File: config.mk
export PLATFORM = sky130hd
export DESIGN_NAME = kci_lerp_lane
export DESIGN_NICKNAME = d
export VERILOG_FILES = /design/src/sv/kci_pkg.sv /design/src/sv/kci_lerp_lane.sv
export SDC_FILE = /design/constraint.sdc
export NUM_CORES = 1
export LEC_CHECK = 0
export ABC_AREA = 0
export BUFFER_PORTS_ARGS = -buffer_cell sky130_fd_sc_hd__clkbuf_2
export CAP_MARGIN = 20
export CORE_MARGIN = 8
export CORE_UTILIZATION = 40
export DETAILED_ROUTE_END_ITERATION = 8
export SETUP_SLACK_MARGIN = 0.2
export SLEW_MARGIN = 25
export SYNTH_ARGS = -nofsm -noshare
export SYNTH_HDL_FRONTEND = slang
export SYNTH_SLANG_ARGS = --single-unit
File: constraint.sdc
create_clock -name i_clk -period 3.75 [get_ports i_clk]
set_input_delay 0.75 -clock i_clk [delete_from_list [all_inputs] [get_ports i_clk]]
set_output_delay 0.75 -clock i_clk [all_outputs]
set_load 0.03 [all_outputs]
File: src/sv/kci_pkg.sv
`timescale 1ns / 1ps
`default_nettype none
// ----------------------------------------------------------------------------
// kci_pkg
// Shared widths, command codes and the keyframe table entry type.
// ----------------------------------------------------------------------------
package kci_pkg;

    localparam int MAX_KEYS  = 64;
    localparam int IDX_W     = $clog2(MAX_KEYS);
    localparam int CNT_W     = IDX_W + 1;
    localparam int FRAME_W   = 32;
    localparam int COORD_W   = 13;
    localparam int SCOORD_W  = COORD_W + 1;
    localparam int ACC_W     = FRAME_W + COORD_W;
    localparam int STEP_W    = $clog2(COORD_W);
    localparam int LANES     = 4;

    localparam logic CMD_WRITE = 1'b0;
    localparam logic CMD_FRAME = 1'b1;

    typedef struct packed {
        logic [FRAME_W-1:0] frame;
        logic [COORD_W-1:0] cx;
        logic [COORD_W-1:0] cy;
        logic [COORD_W-1:0] w;
        logic [COORD_W-1:0] h;
    } t_key;

endpackage
`default_nettype wire

File: src/sv/kci_lerp_lane.sv
`timescale 1ns / 1ps
`default_nettype none
// ----------------------------------------------------------------------------
// kci_lerp_lane
// Bit-serial lerp of one coordinate: a + floor(d * (b - a) / den).
// Shift-add multiply over the bits of |b - a|, then restoring division,
// one bit per cycle, in one shared accumulator.
// ----------------------------------------------------------------------------
module kci_lerp_lane (
    input  wire                           i_clk,
    input  wire                           i_rst_n,
    input  wire                           i_start,
    input  wire  [kci_pkg::COORD_W-1:0]   i_a,
    input  wire  [kci_pkg::COORD_W-1:0]   i_b,
    input  wire  [kci_pkg::FRAME_W-1:0]   i_d,
    input  wire  [kci_pkg::FRAME_W-1:0]   i_den,
    output logic                          o_done,
    output logic [kci_pkg::COORD_W-1:0]   o_value
);

    localparam int CW = kci_pkg::COORD_W;
    localparam int FW = kci_pkg::FRAME_W;
    localparam int AW = kci_pkg::ACC_W;
    localparam int SW = kci_pkg::STEP_W;
    localparam logic [SW-1:0] LAST_STEP = SW'(CW - 1);

    typedef enum logic [1:0] {
        L_IDLE,
        L_MUL,
        L_DIV,
        L_FIX
    } t_lane_state;

    t_lane_state    r_state;
    logic [SW-1:0]  r_cnt;
    logic [AW-1:0]  r_acc;
    logic [CW-1:0]  r_m;
    logic           r_neg;
    logic [CW-1:0]  r_a;
    logic [FW-1:0]  r_d;
    logic [FW-1:0]  r_den;
    logic [CW-1:0]  r_value;
    logic           r_done;

    logic [AW-1:0]  n_mul_acc;
    logic [FW:0]    n_trial;
    logic [FW:0]    n_sub;
    logic           n_ge;
    logic [FW-1:0]  n_rem;
    logic [CW-1:0]  n_fix;
    logic           n_rem_nz;

    always_comb begin
        n_mul_acc = {r_acc[AW-2:0], 1'b0} + (r_m[CW-1] ? AW'(r_d) : '0);
        n_trial   = {r_acc[AW-1:CW], r_acc[CW-1]};
        n_sub     = n_trial - {1'b0, r_den};
        n_ge      = (n_trial >= {1'b0, r_den});
        n_rem     = n_ge ? n_sub[FW-1:0] : n_trial[FW-1:0];
        n_rem_nz  = |r_acc[AW-1:CW];
        if (r_neg) begin
            n_fix = r_a - r_acc[CW-1:0] - CW'(n_rem_nz);
        end else begin
            n_fix = r_a + r_acc[CW-1:0];
        end
    end

    always_ff @(posedge i_clk) begin
        if (!i_rst_n) begin
            r_state <= L_IDLE;
            r_cnt   <= '0;
            r_done  <= 1'b0;
        end else begin
            r_done <= 1'b0;
            case (r_state)
                L_IDLE: begin
                    if (i_start) begin
                        r_a     <= i_a;
                        r_neg   <= (i_b < i_a);
                        r_m     <= (i_b < i_a) ? (i_a - i_b) : (i_b - i_a);
                        r_d     <= i_d;
                        r_den   <= i_den;
                        r_acc   <= '0;
                        r_cnt   <= '0;
                        r_state <= L_MUL;
                    end
                end
                L_MUL: begin
                    r_acc <= n_mul_acc;
                    r_m   <= {r_m[CW-2:0], 1'b0};
                    if (r_cnt == LAST_STEP) begin
                        r_cnt   <= '0;
                        r_state <= L_DIV;
                    end else begin
                        r_cnt <= r_cnt + 1'b1;
                    end
                end
                L_DIV: begin
                    r_acc <= {n_rem, r_acc[CW-2:0], n_ge};
                    if (r_cnt == LAST_STEP) begin
                        r_cnt   <= '0;
                        r_state <= L_FIX;
                    end else begin
                        r_cnt <= r_cnt + 1'b1;
                    end
                end
                L_FIX: begin
                    r_value <= n_fix;
                    r_done  <= 1'b1;
                    r_state <= L_IDLE;
                end
                default: begin
                    r_state <= L_IDLE;
                end
            endcase
        end
    end

    assign o_done  = r_done;
    assign o_value = r_value;

    a_start_idle: assert property (@(posedge i_clk) disable iff (!i_rst_n)
        i_start |-> r_state == L_IDLE)
        else $error("lane started while busy");

    a_done_after_fix: assert property (@(posedge i_clk) disable iff (!i_rst_n)
        r_done |-> $past(r_state) == L_FIX)
        else $error("lane done without fixup");

    a_value_bounded: assert property (@(posedge i_clk) disable iff (!i_rst_n)
        r_done |-> (r_neg ? (r_value <= r_a) : (r_value >= r_a)))
        else $error("lane result on wrong side of start value");

endmodule
`default_nettype wire

==> flow_metrics.env <==
export IMPL_fin_setup_tns_ns=-0.4966
export IMPL_failed_checks="setup timing"
export IMPL_root_buffer="clkbuf_16"
export IMPL_number_of_buffers_between_clock_root_and_the_deepest_sink=2
export IMPL_worst_endpoint_required_ns=3.94
export IMPL_total_switching_power_mw=3.949
export IMPL_layout_net_count=1662
export IMPL_route_antenna_remaining_nets=0
export IMPL_post_synth_instance_area_um2=12090
export IMPL_total_vias_in_the_final_route=9930
export IMPL_top_layer="met4"
export IMPL_reg2reg_depth=19
export IMPL_wl_met2_um=14730
export IMPL_grt_start_max_net_pins=46
export IMPL_clock_sinks=156
export IMPL_number_of_global_route_vias_before_repair=9705
export IMPL_number_of_placement_rows=63
export IMPL_synth_async_reset_ratio_pct=0
export IMPL_worst_hold_startpoint="i_d[30]"
export IMPL_syn2layout_area_growth_pct=21.50
export IMPL_antennaDiodeCount=0
export IMPL_clkSlewWorstSetupHoldPaths_ns=0.07
export IMPL_p_int_mw=5.920
export IMPL_detailed_place_hpwl_um=24320
export IMPL_floorplan_initialDensity_pct=40.69
export IMPL_min_delay_path_class="input port to flip-flop"
export IMPL_power_frac_comb_pct=54.4
export IMPL_design_power_total_mw=9.869
export IMPL_drv_slew=0
export IMPL_outcome="finished, violations left"
export IMPL_syn_avg_cell_area_um2=9.658
export IMPL_min_period_over_period_pct=109.2
export IMPL_tritoncts_clock_tree="yes"
export IMPL_final_setup_viol_count=3
export IMPL_cellLeakagePower_nw=6.327
export IMPL_ys_types=83
export IMPL_synth_edff_count=149
export IMPL_filler_cell_count=2729
export IMPL_timing_critical_path_cells="nor4_2 > buf_4 > nand4_1 > or2_4 > fa_1 > inv_1 > ha_2 > nor2_2 > fa_2 > a21boi_2 > o21ai_2 > a21oi_2 > nor2_2 > o21ai_2 > nand2b_1 > nand4b_1 > nand2_1 > or3b_4 > xnor2_1"
export IMPL_wire_length_on_met1_um=15290
export IMPL_worstSkewPairLatency_ns=0.44
export IMPL_delay_of_the_slowest_critical_path_stage_ns=0.46
export IMPL_cts_buffers_inserted=17
export IMPL_portBuffers=106
export IMPL_dr_pass1_iters=5
export IMPL_rsz0062_at_grt="true"
export IMPL_drv_max_cap_violation_count=0
export IMPL_design_core_area_um2=29720
export IMPL_wl_um=32030
export IMPL_grt_total_usage_pct=17.30
export IMPL_io_pin_count=107
export IMPL_die_h_um=189.9
export IMPL_grt_first_pass_wirelength_um=50160
export IMPL_global_route_overflow_total=0
export IMPL_r2r_end="o_value[12]$_DFFE_PP_"
export IMPL_postSynth_topFlopCell="edfxtp_1"
export IMPL_clock_tree_htree_level_count=4
export IMPL_drc=0
export IMPL_floorplan_die_area_um2=36050
export IMPL_ys_seq_elements=156
export IMPL_fin_ws_ns=-0.3432
export IMPL_gp_congestion=0.8948
export IMPL_timing_critical_path_to_type="flip-flop"
export IMPL_end_point_of_the_most_critical_hold_path="r_d[30]$_DFFE_PP_"
export IMPL_min_path_cells=1
export IMPL_route_detailed_wl_per_inst_um=17.44
export IMPL_finalWorstPathRequiredPeriod_ns=4.093
export IMPL_ys_warnings_count=0
export IMPL_vdd_ir_drop_worst_mv=0.4012
export IMPL_syn_num_nets=1480
export IMPL_swShare_pct=40.01
export IMPL_final_layout_size_suffix_gt1_share_pct=22.05
export IMPL_worstMarginPinSlew_ns=0.8581
export IMPL_final_setup_skew_ns=0.009847
export IMPL_portion_of_the_post_synthesis_area_used_by_sequential_elements_pct=38.16
export IMPL_fmaxAchievable_mhz=244.3
export IMPL_power_density_cell_area_nw_per_um2=671.8
export IMPL_routed_length_on_met3_um=1568
export IMPL_detailedRoute_firstIterationViolations=641
export IMPL_timing_critical_path_arrival_ns=4.28
export IMPL_path_max_fanout=2
export IMPL_crit_slowest_cell="fa_1"
export IMPL_timing_final_hold_violations=0
export IMPL_critPathLaunchType="flip-flop"
export IMPL_r2r_start="r_acc[44]$_DFFE_PP_"
export IMPL_instance_count_of_the_mapped_netlist=1252
export IMPL_count_of_hold_fix_buffers_inserted_at_cts=0
export IMPL_share_seq_of_total_power_pct=26.3
export IMPL_setup_worst_path_class="flip-flop to flip-flop"
export IMPL_clock_network_power_share_pct=19.2
export IMPL_chipWidth_um=189.9
export IMPL_regToRegSetupSlack_ns=-0.34
export IMPL_grt_antenna_before_repair=0
export IMPL_avgViaCountPerCell=5.406
export IMPL_worst_slew_slack_as_a_fraction_of_its_limit_pct=42.79
## what timing repair did
| action | 4_1_cts | 5_1_grt |
|---|---|---|
| pin swaps | 4 | 42 |
| endpoints found under the hold margin | 0 | 0 |
| setup buffers | 3 | 12 |
| endpoints found under the setup margin | 10 | 34 |
| resized for setup | 8 | 62 |
## registers in the layout, summed over array words and instances, names as in the netlist
register  cells
r_acc        45
r_d          32
r_den        32
o_value      13
r_a          13
r_m          13
r_cnt         4
r_state       2
o_done        1
r_neg         1
## area by class of cell
type,instances,area (um^2),share of cell area (%)
clock inverters,11,165.2,1.124
multi-input cells,928,7171,48.81
inverters,131,491.7,3.347
clock buffers,21,470.5,3.202
well taps,390,488.0,3.321
flip-flops and latches,156,4614,31.41
repair buffers,200,1291,8.789
## kinds of logic after synthesis
family,share of synthesized area [%]
AOI/OAI and AO/OA,20.51
xor gates and xnor gates,6.084
adders and majority gates,14.40
buffers and inverters,5.350
DFF,38.16
muxes,2.152
and+or+nand+nor,13.34
## power groups by stage
stage / sequential [mW] / combinational, mW / clock [mW]
6_report: 2.60 / 5.37 / 1.90
3_5_place_dp: 2.62 / 4.97 / 0
3_3_place_gp: 2.61 / 4.92 / 0
5_1_grt: 2.63 / 5.92 / 2.00
4_1_cts: 2.59 / 5.04 / 1.94
2_1_floorplan: 2.64 / 3.53 / 0
## cell usage in the layout, fill, tap and decap left out, types with 6 or more instances in the layout
cell type  instances
edfxtp_1         149
inv_1            129
ha_1             115
clkbuf_2         106
a21oi_1           93
buf_4             86
nand2_1           78
nor2_1            62
xnor2_1           57
o21ai_0           52
and2_1            38
a21o_1            38
xor2_1            26
o22ai_1           21
nand3_1           21
nor2b_1           21
mux2i_1           17
clkbuf_16         17
nand4_1           16
o21ai_1           16
o21bai_1          16
nand2b_1          13
and3_1            13
a31oi_1           13
o211ai_1          10
nor3_1            10
a22oi_1            9
ha_4               9
a21oi_2            8
o21a_1             8
nor4_1             7
mux2_2             7
dfxtp_1            7
a211oi_1           6
a32oi_1            6
buf_6              6
## cell usage after synthesis, types with 17 or more instances
cell | number | area share [%]
o21ai_0 | 58 | 2.4
nor2b_1 | 22 | 1.1
inv_1 | 130 | 4.0
ha_1 | 128 | 13
o21bai_1 | 17 | 1.1
edfxtp_1 | 149 | 37
a21oi_1 | 99 | 4.1
o22ai_1 | 21 | 1.1
xor2_1 | 26 | 1.9
and2_1 | 40 | 2.1
nand3_1 | 22 | 0.91
mux2i_1 | 17 | 1.4
xnor2_1 | 58 | 4.2
nor2_1 | 68 | 2.1
clkbuf_1 | 29 | 0.90
a21o_1 | 38 | 2.4
nand2_1 | 78 | 2.4
## metrics by stage
stage | setup slack, ns | cells | utilization [%] | cell area (um^2) | hold slack (ns)
after floorplan | 0.09284 | 1252 | - | 12100 | 0.4710
after global placement | -0.2766 | 1789 | 45.64 | 13560 | 0.4894
after detailed placement | -0.2977 | 1790 | 45.73 | 13590 | 0.4990
after CTS | -0.3168 | 1825 | 48.05 | 14280 | 0.4626
after global routing | -0.5528 | 1837 | 49.44 | 14690 | 0.4621
final | -0.3432 | 1837 | 49.44 | 14690 | 0.4815
## critical path, delay by kind of cell, from the launching register on
| family | cells | cell delay (ns) |
|---|---|---|
| xor gates and xnor gates | 1 | 0.13 |
| adders and majority gates | 3 | 0.97 |
| and+or+nand+nor | 9 | 1.50 |
| DFF | 1 | 0.41 |
| buffers and inverters | 2 | 0.22 |
| AOI/OAI and AO/OA | 4 | 0.61 |
## how the worst max path moves through the flow
stage,from,to,cells past startpoint
2_1_floorplan,r_acc[15]$_DFFE_PP_,o_value[12]$_DFFE_PP_,18
3_3_place_gp,r_acc[20]$_DFFE_PP_,o_value[12]$_DFFE_PP_,19
3_5_place_dp,r_acc[20]$_DFFE_PP_,o_value[12]$_DFFE_PP_,19
4_1_cts,r_acc[17]$_DFFE_PP_,o_value[12]$_DFFE_PP_,18
5_1_grt,r_acc[20]$_DFFE_PP_,o_value[12]$_DFFE_PP_,19
6_report,r_acc[44]$_DFFE_PP_,o_value[12]$_DFFE_PP_,19
## layer usage
metal / up-vias / track usage [%]
li1: 4913 / -
met2: 248 / 27.40
met5: - / 0
met3: 34 / 3.625
met4: 0 / 4.750
met1: 4735 / 23.62
Power figures use the tool's default switching activity.
